==> config.mk <==
export PLATFORM = sky130hd
export DESIGN_NAME = char_lcd_clock_status_sequencer_unit
export DESIGN_NICKNAME = d
export VERILOG_FILES = /design/src/hw/rtl/lcs_pkg.sv /design/src/hw/rtl/lcs_queue.sv /design/src/hw/rtl/lcs_front.sv /design/src/hw/rtl/lcs_back.sv /design/src/hw/rtl/char_lcd_clock_status_sequencer_unit.sv
export SDC_FILE = /design/constraint.sdc
export NUM_CORES = 1
export LEC_CHECK = 0
export ABC_AREA = 1
export BUFFER_PORTS_ARGS = -buffer_cell sky130_fd_sc_hd__buf_2
export CORE_MARGIN = 5
export CORE_UTILIZATION = 55
export CTS_CLUSTER_DIAMETER = 60
export DETAILED_ROUTE_END_ITERATION = 10
export GPL_ROUTABILITY_DRIVEN = 0
export PLACE_DENSITY_LB_ADDON = 0.15
export SLEW_MARGIN = 20
export SYNTH_ARGS = -nofsm -noshare
export SYNTH_HDL_FRONTEND = slang
export SYNTH_SLANG_ARGS = --single-unit
==> constraint.sdc <==
create_clock -name clk_i -period 7.1 [get_ports clk_i]
set_input_delay 1.42 -clock clk_i [delete_from_list [all_inputs] [get_ports clk_i]]
set_output_delay 1.42 -clock clk_i [all_outputs]
set_load 0.005 [all_outputs]
==> src/hw/rtl/lcs_pkg.sv <==
// ----------------------------------------------------------------------------
// lcs_pkg: shared types and constants of the LCD clock and status sequencer
// Request codes, the request descriptor, the transfer record and the
// configuration record used by the front, the back and the top level.
// ----------------------------------------------------------------------------
package lcs_pkg;

  // Request codes as they arrive on the action field.
  typedef enum logic [1:0] {
    ACT_INIT   = 2'd0,
    ACT_CLEAR  = 2'd1,
    ACT_UPDATE = 2'd2,
    ACT_NONE   = 2'd3
  } act_e;

  // Configuration register indexes.
  typedef enum logic [1:0] {
    REG_COMMAND_WAIT = 2'd0,
    REG_DATA_WAIT    = 2'd1,
    REG_CLEAR_EXTRA  = 2'd2,
    REG_POWER_UP     = 2'd3
  } reg_e;

  localparam int unsigned QUEUE_DEPTH = 2;
  localparam int unsigned APB_AW      = 4;
  localparam int unsigned APB_DW      = 32;

  localparam logic [14:0] COMMAND_WAIT_RST = 15'd2000;
  localparam logic [14:0] DATA_WAIT_RST    = 15'd100;
  localparam logic [14:0] CLEAR_EXTRA_RST  = 15'd2000;
  localparam logic [15:0] POWER_UP_RST     = 16'd50000;

  // Power-up nibble waits.
  localparam logic [15:0] NIB1_WAIT = 16'd5000;
  localparam logic [15:0] NIB2_WAIT = 16'd1000;
  localparam logic [15:0] NIB3_WAIT = 16'd1000;

  // Panel commands and nibbles.
  localparam logic [7:0] NIB_WAKE      = 8'h03;
  localparam logic [7:0] NIB_FOUR_BIT  = 8'h02;
  localparam logic [7:0] CMD_FUNC_SET  = 8'h28;
  localparam logic [7:0] CMD_DISP_ON   = 8'h0C;
  localparam logic [7:0] CMD_ENTRY     = 8'h06;
  localparam logic [7:0] CMD_CLEAR     = 8'h01;
  localparam logic [7:0] CMD_LINE1     = 8'h80;
  localparam logic [7:0] CMD_LINE1_C1  = 8'h81;
  localparam logic [7:0] CMD_LINE1_C3  = 8'h83;
  localparam logic [7:0] CMD_LINE1_C5  = 8'h85;
  localparam logic [7:0] CMD_LINE1_C11 = 8'h8B;
  localparam logic [7:0] CMD_LINE2     = 8'hC0;
  localparam logic [7:0] CMD_LINE2_C7  = 8'hC7;
  localparam logic [7:0] CMD_LINE2_C9  = 8'hC9;
  localparam logic [7:0] CMD_LINE2_C11 = 8'hCB;

  // Index of the final transfer of each request.
  localparam logic [5:0] INIT_LAST   = 6'd7;
  localparam logic [5:0] CLEAR_LAST  = 6'd0;
  localparam logic [5:0] UPDATE_LAST = 6'd34;

  typedef struct packed {
    logic [14:0] command_wait;
    logic [14:0] data_wait;
    logic [14:0] clear_extra;
    logic [15:0] power_up;
  } cfg_t;

  // A request after classification, with its digits worked out.
  typedef struct packed {
    act_e        kind;
    logic        short_hour;
    logic [3:0]  h_ones;
    logic        pm;
    logic [2:0]  m_tens;
    logic [3:0]  m_ones;
    logic        summer;
    logic [5:0]  tenths;
  } desc_t;

  typedef struct packed {
    logic        is_data;
    logic [7:0]  value;
    logic        nibble_only;
    logic [15:0] wait_before;
    logic [15:0] wait_after;
    logic        last;
  } xfer_t;

endpackage

==> src/hw/rtl/lcs_queue.sv <==
// ----------------------------------------------------------------------------
// lcs_queue: small first-in first-out queue
// Register-based queue of any packed type; the head entry is always on
// data_o while empty_o is low.
// ----------------------------------------------------------------------------
module lcs_queue #(
  parameter type         T     = logic,
  parameter int unsigned Depth = lcs_pkg::QUEUE_DEPTH
) (
  input  logic clk_i,
  input  logic rst_ni,
  input  logic push_i,
  input  T     data_i,
  output logic full_o,
  input  logic pop_i,
  output T     data_o,
  output logic empty_o
);

  localparam int unsigned PtrW = $clog2(Depth);
  localparam int unsigned CntW = $clog2(Depth + 1);

  logic [PtrW-1:0] wr_q, wr_d, rd_q, rd_d;
  logic [CntW-1:0] cnt_q, cnt_d;
  T                store_q [Depth];
  logic            do_push, do_pop;

  function automatic logic [PtrW-1:0] step_ptr(input logic [PtrW-1:0] p);
    step_ptr = (p == PtrW'(Depth - 1)) ? '0 : p + PtrW'(1);
  endfunction

  assign full_o  = (cnt_q == CntW'(Depth));
  assign empty_o = (cnt_q == '0);
  assign do_push = push_i && !full_o;
  assign do_pop  = pop_i && !empty_o;
  assign data_o  = store_q[rd_q];

  always_comb begin
    wr_d  = do_push ? step_ptr(wr_q) : wr_q;
    rd_d  = do_pop  ? step_ptr(rd_q) : rd_q;
    cnt_d = cnt_q;
    if (do_push && !do_pop) begin
      cnt_d = cnt_q + CntW'(1);
    end else if (do_pop && !do_push) begin
      cnt_d = cnt_q - CntW'(1);
    end
  end

  always_ff @(posedge clk_i or negedge rst_ni) begin
    if (!rst_ni) begin
      wr_q  <= '0;
      rd_q  <= '0;
      cnt_q <= '0;
    end else begin
      wr_q  <= wr_d;
      rd_q  <= rd_d;
      cnt_q <= cnt_d;
    end
  end

  always_ff @(posedge clk_i) begin
    if (do_push) begin
      store_q[wr_q] <= data_i;
    end
  end

endmodule

==> src/hw/rtl/lcs_front.sv <==
// ----------------------------------------------------------------------------
// lcs_front: request classifier
// Decodes the action, converts the hour to 12-hour form, splits the minutes
// into digits and scales the light reading to tenths of a volt.
// ----------------------------------------------------------------------------
module lcs_front (
  input  logic                 req_valid_i,
  input  logic [1:0]           action_i,
  input  logic [4:0]           hours_i,
  input  logic [5:0]           minutes_i,
  input  logic                 summer_time_i,
  input  logic [9:0]           light_reading_i,
  output logic                 desc_valid_o,
  output lcs_pkg::desc_t       desc_o
);
  import lcs_pkg::*;

  logic [4:0]  h12, h12_less10;
  logic        pm;
  logic [13:0] m_mul;
  logic [2:0]  m_tens;
  logic [5:0]  m_ones_full;
  logic [15:0] light_x50;
  logic [5:0]  quot;
  logic [10:0] rem;
  logic [5:0]  tenths;

  always_comb begin
    h12 = hours_i;
    pm  = 1'b0;
    if (hours_i == 5'd0) begin
      h12 = 5'd12;
    end else if (hours_i == 5'd12) begin
      pm = 1'b1;
    end else if (hours_i > 5'd12) begin
      h12 = hours_i - 5'd12;
      pm  = 1'b1;
    end
  end

  assign h12_less10 = h12 - 5'd10;

  // Division by ten as a multiply by 205/2048, exact for these ranges.
  assign m_mul       = {8'b0, minutes_i} * 14'd205;
  assign m_tens      = m_mul[13:11];
  assign m_ones_full = minutes_i - ({3'b0, m_tens} * 6'd10);

  // Divide by 1023 as a divide by 1024 plus one correction step: the true
  // remainder is the low ten bits plus the quotient, always below 2046.
  assign light_x50 = {6'b0, light_reading_i} * 16'd50;
  assign quot      = light_x50[15:10];
  assign rem       = {1'b0, light_x50[9:0]} + {5'b0, quot};
  assign tenths    = quot + {5'b0, (rem >= 11'd1023)};

  always_comb begin
    desc_o.kind       = act_e'(action_i);
    desc_o.short_hour = (h12 < 5'd10);
    desc_o.h_ones     = (h12 < 5'd10) ? h12[3:0] : h12_less10[3:0];
    desc_o.pm         = pm;
    desc_o.m_tens     = m_tens;
    desc_o.m_ones     = m_ones_full[3:0];
    desc_o.summer     = summer_time_i;
    desc_o.tenths     = tenths;
  end

  // The unused action code produces no transfers and is dropped here.
  assign desc_valid_o = req_valid_i && (act_e'(action_i) != ACT_NONE);

endmodule

==> src/hw/rtl/lcs_back.sv <==
// ----------------------------------------------------------------------------
// lcs_back: transfer sequencer
// Takes one classified request at a time and steps through its transfers,
// emitting one per cycle while the result queue has room.
// ----------------------------------------------------------------------------
module lcs_back (
  input  logic           clk_i,
  input  logic           rst_ni,
  input  lcs_pkg::cfg_t  cfg_i,
  input  lcs_pkg::desc_t desc_i,
  input  logic           desc_empty_i,
  output logic           desc_pop_o,
  output logic           xfer_push_o,
  output lcs_pkg::xfer_t xfer_o,
  input  logic           xfer_full_i
);
  import lcs_pkg::*;

  desc_t       cur_q;
  logic        busy_q, busy_d;
  logic [5:0]  step_q, step_d;
  logic [2:0]  volts_q;
  logic [3:0]  frac_q;
  logic [13:0] v_mul;
  logic [2:0]  volts;
  logic [5:0]  frac_full;
  logic [5:0]  last_step;
  logic        emit, at_last, load;
  logic [15:0] clear_wait;
  xfer_t       x;

  function automatic xfer_t cmd(input logic [7:0] b, input logic [15:0] after);
    xfer_t r;
    r             = '0;
    r.value       = b;
    r.wait_after  = after;
    return r;
  endfunction

  function automatic xfer_t chr(input logic [7:0] b, input logic [15:0] after);
    xfer_t r;
    r             = '0;
    r.is_data     = 1'b1;
    r.value       = b;
    r.wait_after  = after;
    return r;
  endfunction

  function automatic xfer_t nib(input logic [7:0] b, input logic [15:0] after);
    xfer_t r;
    r             = '0;
    r.value       = b;
    r.nibble_only = 1'b1;
    r.wait_after  = after;
    return r;
  endfunction

  function automatic logic [7:0] digit(input logic [3:0] d);
    return 8'h30 + {4'b0, d};
  endfunction

  // Volts and tenths digit are split off as the request is loaded.
  assign v_mul     = {8'b0, desc_i.tenths} * 14'd205;
  assign volts     = v_mul[13:11];
  assign frac_full = desc_i.tenths - ({3'b0, volts} * 6'd10);

  always_comb begin
    unique case (cur_q.kind)
      ACT_INIT:   last_step = INIT_LAST;
      ACT_CLEAR:  last_step = CLEAR_LAST;
      default:    last_step = UPDATE_LAST;
    endcase
  end

  assign emit        = busy_q && !xfer_full_i;
  assign at_last     = (step_q == last_step);
  assign load        = !desc_empty_i && (!busy_q || (emit && at_last));
  assign desc_pop_o  = load;
  assign xfer_push_o = emit;
  assign clear_wait  = {1'b0, cfg_i.command_wait} + {1'b0, cfg_i.clear_extra};

  always_comb begin
    busy_d = busy_q;
    step_d = step_q;
    if (load) begin
      busy_d = 1'b1;
      step_d = '0;
    end else if (emit) begin
      if (at_last) begin
        busy_d = 1'b0;
      end
      step_d = step_q + 6'd1;
    end
  end

  always_ff @(posedge clk_i or negedge rst_ni) begin
    if (!rst_ni) begin
      busy_q <= 1'b0;
      step_q <= '0;
    end else begin
      busy_q <= busy_d;
      step_q <= step_d;
    end
  end

  always_ff @(posedge clk_i) begin
    if (load) begin
      cur_q   <= desc_i;
      volts_q <= volts;
      frac_q  <= frac_full[3:0];
    end
  end

  // Transfer table for the current request and step.
  always_comb begin
    logic [15:0] cw, dw;
    cw = {1'b0, cfg_i.command_wait};
    dw = {1'b0, cfg_i.data_wait};
    x  = '0;
    unique case (cur_q.kind)
      ACT_INIT: begin
        case (step_q)
          6'd0: begin
            x             = nib(NIB_WAKE, NIB1_WAIT);
            x.wait_before = cfg_i.power_up;
          end
          6'd1:    x = nib(NIB_WAKE, NIB2_WAIT);
          6'd2:    x = nib(NIB_WAKE, NIB3_WAIT);
          6'd3:    x = nib(NIB_FOUR_BIT, 16'd0);
          6'd4:    x = cmd(CMD_FUNC_SET, cw);
          6'd5:    x = cmd(CMD_DISP_ON, cw);
          6'd6:    x = cmd(CMD_ENTRY, cw);
          default: x = cmd(CMD_CLEAR, clear_wait);
        endcase
      end
      ACT_CLEAR: x = cmd(CMD_CLEAR, clear_wait);
      default: begin
        case (step_q)
          6'd0:  x = cmd(CMD_LINE1, cw);
          6'd1:  x = cur_q.short_hour ? chr(" ", dw) : cmd(CMD_LINE1, cw);
          6'd2:  x = cur_q.short_hour ? cmd(CMD_LINE1_C1, cw) : chr("1", dw);
          6'd3:  x = chr(digit(cur_q.h_ones), dw);
          6'd4:  x = chr(":", dw);
          6'd5:  x = cmd(CMD_LINE1_C3, cw);
          6'd6:  x = chr(digit({1'b0, cur_q.m_tens}), dw);
          6'd7:  x = chr(digit(cur_q.m_ones), dw);
          6'd8:  x = cmd(CMD_LINE1_C5, cw);
          6'd9:  x = chr(cur_q.pm ? "P" : "A", dw);
          6'd10: x = chr("M", dw);
          6'd11: x = cmd(CMD_LINE1_C11, cw);
          6'd12: x = chr(cur_q.summer ? "S" : "W", dw);
          6'd13: x = chr(cur_q.summer ? "U" : "I", dw);
          6'd14: x = chr(cur_q.summer ? "M" : "N", dw);
          6'd15: x = chr(cur_q.summer ? "R" : "T", dw);
          6'd16: x = cmd(CMD_LINE2, cw);
          6'd17: x = chr("L", dw);
          6'd18: x = chr("i", dw);
          6'd19: x = chr("g", dw);
          6'd20: x = chr("h", dw);
          6'd21: x = chr("t", dw);
          6'd22: x = chr(":", dw);
          6'd23: x = cmd(CMD_LINE2_C7, cw);
          6'd24: x = chr(digit({1'b0, volts_q}), dw);
          6'd25: x = chr(".", dw);
          6'd26: x = cmd(CMD_LINE2_C9, cw);
          6'd27: x = chr(digit(frac_q), dw);
          6'd28: x = chr("V", dw);
          6'd29: x = cmd(CMD_LINE2_C11, cw);
          default: x = chr(" ", dw);
        endcase
      end
    endcase
    x.last = at_last;
  end

  assign xfer_o = x;

endmodule

==> src/hw/rtl/char_lcd_clock_status_sequencer_unit.sv <==
// ----------------------------------------------------------------------------
// char_lcd_clock_status_sequencer_unit: character LCD request sequencer
// Expands initialise, clear and update requests into byte-level transfers
// for a downstream 4-bit pin stage, with APB-style wait configuration.
// ----------------------------------------------------------------------------
// Requests are classified on entry and held in a short request queue; a
// sequencer then emits their transfers at one per cycle into a result queue
// while the result queue has room. An initialise request yields 8 transfers,
// a clear request 1 and an update request 35. A new request is taken in
// every cycle while the request queue has room, and a request with the
// unused action code is taken and yields nothing. The final transfer of
// each request carries the last mark.
module char_lcd_clock_status_sequencer_unit #(
  parameter int unsigned QueueDepth = lcs_pkg::QUEUE_DEPTH
) (
  input  logic                        clk_i,
  input  logic                        rst_ni,
  // Request side
  input  logic                        push,
  output logic                        full,
  input  logic [1:0]                  action_i,
  input  logic [4:0]                  hours_i,
  input  logic [5:0]                  minutes_i,
  input  logic                        summer_time_i,
  input  logic [9:0]                  light_reading_i,
  // Transfer side
  output logic                        empty,
  input  logic                        pop,
  output logic                        is_data_o,
  output logic [7:0]                  value_o,
  output logic                        nibble_only_o,
  output logic [15:0]                 wait_before_us_o,
  output logic [15:0]                 wait_after_us_o,
  output logic                        last_o,
  // Configuration
  input  logic                        psel,
  input  logic                        penable,
  input  logic                        pwrite,
  input  logic [lcs_pkg::APB_AW-1:0]  paddr,
  input  logic [lcs_pkg::APB_DW-1:0]  pwdata,
  output logic [lcs_pkg::APB_DW-1:0]  prdata,
  output logic                        pready
);
  import lcs_pkg::*;

  cfg_t  cfg_q, cfg_d;
  desc_t front_desc, head_desc;
  logic  front_valid, desc_empty, desc_pop;
  logic  xfer_push, xfer_full;
  xfer_t xfer, out_xfer;
  logic  cfg_write;
  reg_e  reg_sel;

  // Configuration registers
  assign pready    = 1'b1;
  assign cfg_write = psel && penable && pwrite;
  assign reg_sel   = reg_e'(paddr[3:2]);

  always_comb begin
    cfg_d = cfg_q;
    if (cfg_write) begin
      unique case (reg_sel)
        REG_COMMAND_WAIT: cfg_d.command_wait = pwdata[14:0];
        REG_DATA_WAIT:    cfg_d.data_wait    = pwdata[14:0];
        REG_CLEAR_EXTRA:  cfg_d.clear_extra  = pwdata[14:0];
        default:          cfg_d.power_up     = pwdata[15:0];
      endcase
    end
  end

  always_comb begin
    unique case (reg_sel)
      REG_COMMAND_WAIT: prdata = {17'b0, cfg_q.command_wait};
      REG_DATA_WAIT:    prdata = {17'b0, cfg_q.data_wait};
      REG_CLEAR_EXTRA:  prdata = {17'b0, cfg_q.clear_extra};
      default:          prdata = {16'b0, cfg_q.power_up};
    endcase
  end

  always_ff @(posedge clk_i or negedge rst_ni) begin
    if (!rst_ni) begin
      cfg_q.command_wait <= COMMAND_WAIT_RST;
      cfg_q.data_wait    <= DATA_WAIT_RST;
      cfg_q.clear_extra  <= CLEAR_EXTRA_RST;
      cfg_q.power_up     <= POWER_UP_RST;
    end else begin
      cfg_q <= cfg_d;
    end
  end

  lcs_front u_front (
    .req_valid_i     (push && !full),
    .action_i        (action_i),
    .hours_i         (hours_i),
    .minutes_i       (minutes_i),
    .summer_time_i   (summer_time_i),
    .light_reading_i (light_reading_i),
    .desc_valid_o    (front_valid),
    .desc_o          (front_desc)
  );

  lcs_queue #(
    .T     (desc_t),
    .Depth (QueueDepth)
  ) u_req_queue (
    .clk_i   (clk_i),
    .rst_ni  (rst_ni),
    .push_i  (front_valid),
    .data_i  (front_desc),
    .full_o  (full),
    .pop_i   (desc_pop),
    .data_o  (head_desc),
    .empty_o (desc_empty)
  );

  lcs_back u_back (
    .clk_i        (clk_i),
    .rst_ni       (rst_ni),
    .cfg_i        (cfg_q),
    .desc_i       (head_desc),
    .desc_empty_i (desc_empty),
    .desc_pop_o   (desc_pop),
    .xfer_push_o  (xfer_push),
    .xfer_o       (xfer),
    .xfer_full_i  (xfer_full)
  );

  lcs_queue #(
    .T     (xfer_t),
    .Depth (QueueDepth)
  ) u_out_queue (
    .clk_i   (clk_i),
    .rst_ni  (rst_ni),
    .push_i  (xfer_push),
    .data_i  (xfer),
    .full_o  (xfer_full),
    .pop_i   (pop),
    .data_o  (out_xfer),
    .empty_o (empty)
  );

  assign is_data_o        = out_xfer.is_data;
  assign value_o          = out_xfer.value;
  assign nibble_only_o    = out_xfer.nibble_only;
  assign wait_before_us_o = out_xfer.wait_before;
  assign wait_after_us_o  = out_xfer.wait_after;
  assign last_o           = out_xfer.last;

endmodule

==> summary.txt, run 1 <==
Critical path
  – Critical path fanouts, max: 4
  – WP data arrival: 6300 ps
  – R2r startpoint: u_req_queue.rd_q
  – Bufs and invs on worst path: 5
  – CP dominant cell by count: ha_1
  – Kind of critical path: in2reg
  – CP startpoint: light_reading_i[3]
  – Crit path required time: 7380 ps
  – Critical Path Sink Type: flop
  – CP max-delay cell: fa_1
  – Kind of cell adding the most delay to the critical path: adder cells
  – Slowest cell delay on critical path: 490 ps
  – Worst setup SP type: primary input

Drt
  – DRT Pass-1 Iters: 5
  – Final ANT Viol Nets: 0
  – Initial drt markers: 1004
  – Avg WL per Cell: 15.8 microns
  – Vias after detailed routing: 11400
  – DRC Markers: 0
  – Post-Route WL: 33.3 mm
  – Via density: 5.43

Logic synthesis
  – Largest family of logic cells by synthesized area: simple AND/OR/NAND/NOR gates
  – FFs w/ async S/R, synth: 0.332
  – Mux cell area share after synthesis: 0.000702
  – Ys Warns: 0
  – Largest cells by area after synthesis: edfxtp_1, nand2_1, ha_1
  – Synthesized area: 14300 sq um
  – Post-Synth Simple-Gate Area: 0.214
  – XOR/XNOR share of the synthesized area: 0.0234
  – Compound-Gate Fraction of Synth Area: 0.0961
  – Predominant post-synthesis flop cell: edfxtp_1
  – Synthesis-stage register bit count: 229
  – Adder-Cell Fraction of Synth Area: 0.127
  – EDFF count, synth: 153
  – Yosys top cell area share: 0.322
  – Top cell type by total area after synthesis: edfxtp_1
  – Synth unique cells: 54
  – Top post-synthesis cells by count: nand2_1, inv_1, edfxtp_1
  – Avg Inst Size Synth: 8.66 sq um
  – Post-synthesis sequential area ratio: 0.458
  – Synthesized instance count: 1646
  – Most common cell in the synthesized netlist: nand2_1

Die
  – Die width: 171 microns
  – Std-Cell Rows: 59
  – Num ports: 145
  – Die area: 29200 sq um
  – Initial core utilization: 0.553
  – Placeable Area: 25800 sq um
  – Die H: 171 microns

Cells and area
  – Layout cells sized above 1: 0.127
  – Area growth syn-to-layout: 11.7%
  – Diode count: 0
  – Final #Nets: 1947

Timing
  – Worst Tran Pin Value: 991 ps
  – Final min period: 6030 ps
  – Final setup vio count: 0
  – RSZ-0062 raised after global routing: false
  – Final Cycle Share: 0.849
  – Slew Viols, Final: 0
  – Fin. Hold Viols: 0
  – Fmax: 166 MHz
  – Max-Slew Margin vs Limit: 0.338
  – Worst clock skew: 10.1 ps
  – TNS Setup: 0 ps

Global route
  – Overflow left after global routing: 0
  – Vias in the first global route: 10600
  – First-pass GRT wire length: 53.1 mm
  – GRT Overall Usage: 0.223
  – Pin count of the biggest net entering global routing: 77
  – Initial antenna violation count: 0

Clock network
  – Post-CTS resize count: 0
  – Clock Latency Late Sink: 530 ps
  – Clock Pin Slew Worst Setup and Hold Paths: 60 ps
  – CTS H-tree lvls: 1
  – CTS Buf Count: 25
  – CTS tree: done
  – CTS Sinks: 229
  – # Post-CTS Setup Buffers: 0
  – Clock Path Buffers: 3
  – Clk root buf: clkbuf_16
  – CTS hold repair buffers: 0

Place
  – Detailed-placement wirelength estimate: 24.8 mm
  – Port bufs: 109

Run
  – Max Cap Viol: 0

Power
  – Clock group share of total power: 0.178
  – Sw frac: 0.427
  – Combinational power share: 0.493
  – Pwr Total: 7.30 mW
  – Maximum VDD drop: 272 uV
  – PwrDens: 459 nW/um^2
  – Flop pwr share: 0.329
  – Leak pwr: 7.75 nW
  – Net Sw Power: 3.12 mW
  – P_int: 4.18 mW

Run status
  – Status: complete, no violations

Min path
  – Type of the most critical hold path: reg2reg
  – Hold path startpoint: cfg_q[11]
metrics by stage:
step,setup WS [ps],util,std cells,hold WS (ps),cell area [sq um]
detailed placement,574,0.585,2056,473,15100
global route,665,0.618,2102,506,15900
global placement,629,0.584,2056,467,15100
finish,1070,0.618,2102,489,15900
floorplan,1160,-,1661,453,14300
CTS,1120,0.617,2102,489,15900
cell usage in the layout (no fill, tap or decap), types with 14 or more instances in the layout:
cell	Yosys	routed
nand3_1	76	75
buf_2	1	108
dfrtp_1	55	55
nand4_1	14	14
nand2_1	470	470
nor2_1	80	76
o21ai_0	118	118
fa_1	21	21
dfstp_2	21	21
xor2_1	28	28
inv_1	215	215
a21oi_1	60	60
clkbuf_16	0	25
edfxtp_1	153	153
conb_1	2	17
ha_1	111	111
nor3_1	32	32
power groups by stage:
stage / Sequential [mW] / Combinational (mW) / Clock [mW]
6_report: 2.40 / 3.60 / 1.30
5_1_grt: 2.45 / 4.09 / 1.39
4_1_cts: 2.40 / 3.60 / 1.32
3_5_place_dp: 2.43 / 3.58 / 0
3_3_place_gp: 2.41 / 3.47 / 0
2_1_floorplan: 2.36 / 2.55 / 0
worst register-to-register path, cell delays in order, from the launching register on:
cell     delay, ps
dfrtp_1        330
buf_4          260
inv_1          390
or2_2          400
o21ai_0        120
inv_1          130
ha_1           320
ha_1           200
or2_2          300
fa_1           480
ha_1           300
nand2_1         80
o21ai_0        200
a21o_1         150
nand2_1         70
nor3b_1        140
nor2_1         150
inv_1           80
fa_1           380
inv_1           70
xor2_1         160
inv_1           60
nand2_1         80
nand2_1         50
nand2_1         50
nand2_1         60
path summary, 6_finish.rpt:
kind / to / slack (ps) / depth (start not counted)
worst min-delay path: cfg_q[11] / 490 / 2
worst max register to register: u_back.frac_q[3] / 1840 / 25
worst max-delay path: u_req_queue.store_q[1][5] / 1070 / 28
max in group asynchronous: cfg_q[38] / 5660 / 1
worst min register to register: cfg_q[11] / 490 / 2
min in group asynchronous: cfg_q[2] / 930 / 1
sequential cells by signal, indices dropped and copies added (netlist names):
name,flops
u_out_queue.store_q,86
cfg_q,61
u_req_queue.store_q,44
u_back.cur_q,16
u_back.step_q,6
u_back.frac_q,4
u_back.volts_q,3
u_out_queue.cnt_q,2
u_req_queue.cnt_q,2
u_back.busy_q,1
u_out_queue.rd_q,1
u_out_queue.wr_q,1
u_req_queue.rd_q,1
u_req_queue.wr_q,1
area by class of cell:
type / instances / area, sq um
Clock buffer: 31 / 678
Clock inverter: 15 / 159
Fill cell: 2224 / 9850
Inverter: 226 / 851
Multi-Input combinational cell: 1149 / 6670
Sequential cell: 229 / 6520
Tap cell: 335 / 419
Timing Repair Buffer: 117 / 612
cells by family after synthesis:
group / Yosys count
adder cells (fa/ha/maj): 132
flip-flops: 229
buffers and inverters: 283
multiplexers: 1
other: 2
AO/OA/AOI/OAI: 241
AND/OR/NAND/NOR: 720
XOR/XNOR: 38
routing by layer:
layer / up-vias / part of all wire / global-route usage
met5: - / 0 / 0
met2: 358 / 0.47 / 0.360
met1: 5371 / 0.45 / 0.322
met3: 52 / 0.060 / 0.0266
met4: 0 / 0.021 / 0.0610
li1: 5629 / - / -
Note: power is estimated with default switching activity, not from simulation.
==> run 2, diff against run 1 <==
--- a/config.mk
+++ b/config.mk
@@ -8,7 +8,7 @@
 export ABC_AREA = 1
 export BUFFER_PORTS_ARGS = -buffer_cell sky130_fd_sc_hd__buf_2
 export CORE_MARGIN = 5
-export CORE_UTILIZATION = 55
+export CORE_UTILIZATION = 54
 export CTS_CLUSTER_DIAMETER = 60
 export DETAILED_ROUTE_END_ITERATION = 10
 export GPL_ROUTABILITY_DRIVEN = 0
==> constraint.sdc (replaced) <==
create_clock -name clk_i -period 5.5 [get_ports clk_i]
set_input_delay 1.1 -clock clk_i [delete_from_list [all_inputs] [get_ports clk_i]]
set_output_delay 1.1 -clock clk_i [all_outputs]
set_load 0.005 [all_outputs]
==> run 2 against run 1 <==
  * Power is 32% higher
  * Global-route usage decreased by 0.22 points
  * Design area increased by 2.2%
  * Sequential share of layout area down 0.88 points
  * Wire length fell by 0.57%
  * Critical endpoint is now u_req_queue.store_q[0][5]
  * Largest power group unchanged
==> summary.txt, run 2 (synthesis results as in run 1) <==
Timing
  – RSZ-0062 raised after global routing: false
  – Fmax: 192 MHz
  – Worst Tran Pin Value: 1030 ps
  – Worst clock skew: 29.1 ps
  – Final min period: 5210 ps
  – Final Cycle Share: 0.947
  – Fin. Hold Viols: 0
  – Final setup vio count: 0
  – Slew Viols, Final: 0
  – Max-Slew Margin vs Limit: 0.313
  – Worst Setup Slack, final: 291 ps
  – Fin Hold WS: 487 ps
  – TNS Setup: 0 ps

Critical path
  – Kind of critical path: in2reg
  – Critical Path Sink Type: flop
  – Worst setup SP type: primary input
  – Crit path required time: 5750 ps
  – Slowest cell delay on critical path: 520 ps
  – R2R cell count: 25
  – Critical path fanouts, max: 3
  – CP max-delay cell: fa_2
  – WP data arrival: 5460 ps

Drt
  – Final ANT Viol Nets: 0
  – DRC Markers: 0
  – Via density: 5.37
  – DRT Pass-1 Iters: 6
  – Initial drt markers: 1076
  – Post-Route WL: 33.1 mm
  – Vias after detailed routing: 11500
  – Avg WL per Cell: 15.5 microns

Clock network
  – CTS hold repair buffers: 0
  – CTS Sinks: 229
  – Clock Path Buffers: 3
  – Clk root buf: clkbuf_16
  – Clock Pin Slew Worst Setup and Hold Paths: 60 ps
  – CTS Buf Count: 25
  – CTS tree: done
  – CTS H-tree lvls: 1
  – Clock Latency Late Sink: 530 ps

Power
  – P_int: 5.59 mW
  – Maximum VDD drop: 391 uV
  – Leak pwr: 7.92 nW
  – Flop pwr share: 0.324
  – Combinational power share: 0.491
  – Pwr Total: 9.62 mW
  – PwrDens: 592 nW/um^2
  – Sw frac: 0.419
  – Net Sw Power: 4.03 mW
  – Clock group share of total power: 0.185

Die
  – Std-Cell Rows: 59
  – Num ports: 145
  – Die area: 29700 sq um
  – Initial core utilization: 0.547
  – Die H: 172 microns
  – Die width: 172 microns
  – Placeable Area: 26100 sq um

Cells and area
  – Diode count: 0
  – Layout cells sized above 1: 0.147
  – Most frequent cells in the layout: nand2_1, inv_1, edfxtp_1
  – Largest register by flop count: u_out_queue.store_q
  – Area growth syn-to-layout: 14.1%
  – Fillers: 2254
  – Biggest regs: u_out_queue.store_q (86), cfg_q (61), u_req_queue.store_q (44)
  – Final #Nets: 1978
  – Fin util: 0.624
  – Most common cell after layout, fill and taps aside: nand2_1
  – Max reg flops: 86

Place
  – Detailed-placement wirelength estimate: 25.4 mm
  – Port bufs: 109
  – Dpl ws: -400 ps

Run status
  – Status: complete, no violations

Min path
  – Type of the most critical hold path: reg2reg
  – Cells on Worst Hold Path: 2

Run
  – Max Cap Viol: 0

Global route
  – Overflow left after global routing: 0
  – First-pass GRT wire length: 53.4 mm
  – Vias in the first global route: 10600
  – Initial antenna violation count: 0
  – Pin count of the biggest net entering global routing: 77
  – GRT Overall Usage: 0.221
run 2: cell types whose count changed in the layout (fill, tap and decap cells not counted), sizes merged:
| cell | previous run | this run |
|---|---|---|
| buf | 117 | 148 |
| clkbuf | 31 | 32 |
| clkinv | 11 | 5 |
| clkinvlp | 1 | 4 |
| bufinv | 2 | 4 |
run 2: routing by layer:
metal,GRT usage,share of wire
met1,0.327,0.45
met2,0.346,0.45
met3,0.0322,0.076
met4,0.0516,0.024
met5,0,0
run 2: metrics by stage:
step / std cells / area (sq um)
4_1_cts: 2131 / 16200
6_report: 2133 / 16300
3_5_place_dp: 2085 / 15300
5_1_grt: 2133 / 16300
2_1_floorplan: 1661 / 14300
3_3_place_gp: 2085 / 15300
run 2: path summary, 6_finish.rpt:
check,start,endpoint,slack [ps]
setup / recovery,light_reading_i[3],u_req_queue.store_q[0][5],290
hold / removal,cfg_q[0],cfg_q[0],490
setup reg to reg,u_req_queue.rd_q,u_back.frac_q[3],550
hold reg to reg,cfg_q[0],cfg_q[0],490
max in group asynchronous,rst_ni,cfg_q[53],4300
min in group asynchronous,rst_ni,cfg_q[1],540
run 2: cell type report:
cell class	count	area (sq um)	share of cell area
Multi-Input combinational cell	1149	6710	0.413
Clock inverter	14	204	0.0125
Clock buffer	32	702	0.0432
Inverter	226	851	0.0523
Timing Repair Buffer	148	853	0.0525
Sequential cell	229	6520	0.401
Tap cell	335	419	0.0258
run 2: worst max-delay path, delay by kind of cell:
family	cells	cell delay, ps
XOR/XNOR	2	360
buffers and inverters	5	350
AND/OR/NAND/NOR	11	1050
AO/OA/AOI/OAI	3	410
adder cells (fa/ha/maj)	7	2200
run 2: power groups by stage:
stage / sequential [mW] / combinational (mW) / clock, mW
6_report: 3.11 / 4.73 / 1.78
5_1_grt: 3.17 / 5.41 / 1.90
4_1_cts: 3.11 / 4.71 / 1.81
3_5_place_dp: 3.14 / 4.68 / 0
3_3_place_gp: 3.12 / 4.57 / 0
2_1_floorplan: 3.05 / 3.30 / 0
run 2: what timing repair did:
action	4_1_cts	5_1_grt
buffers inserted	0	1
endpoints found under the setup margin	0	6
hold endpoints to repair	0	0
resized for setup	0	6
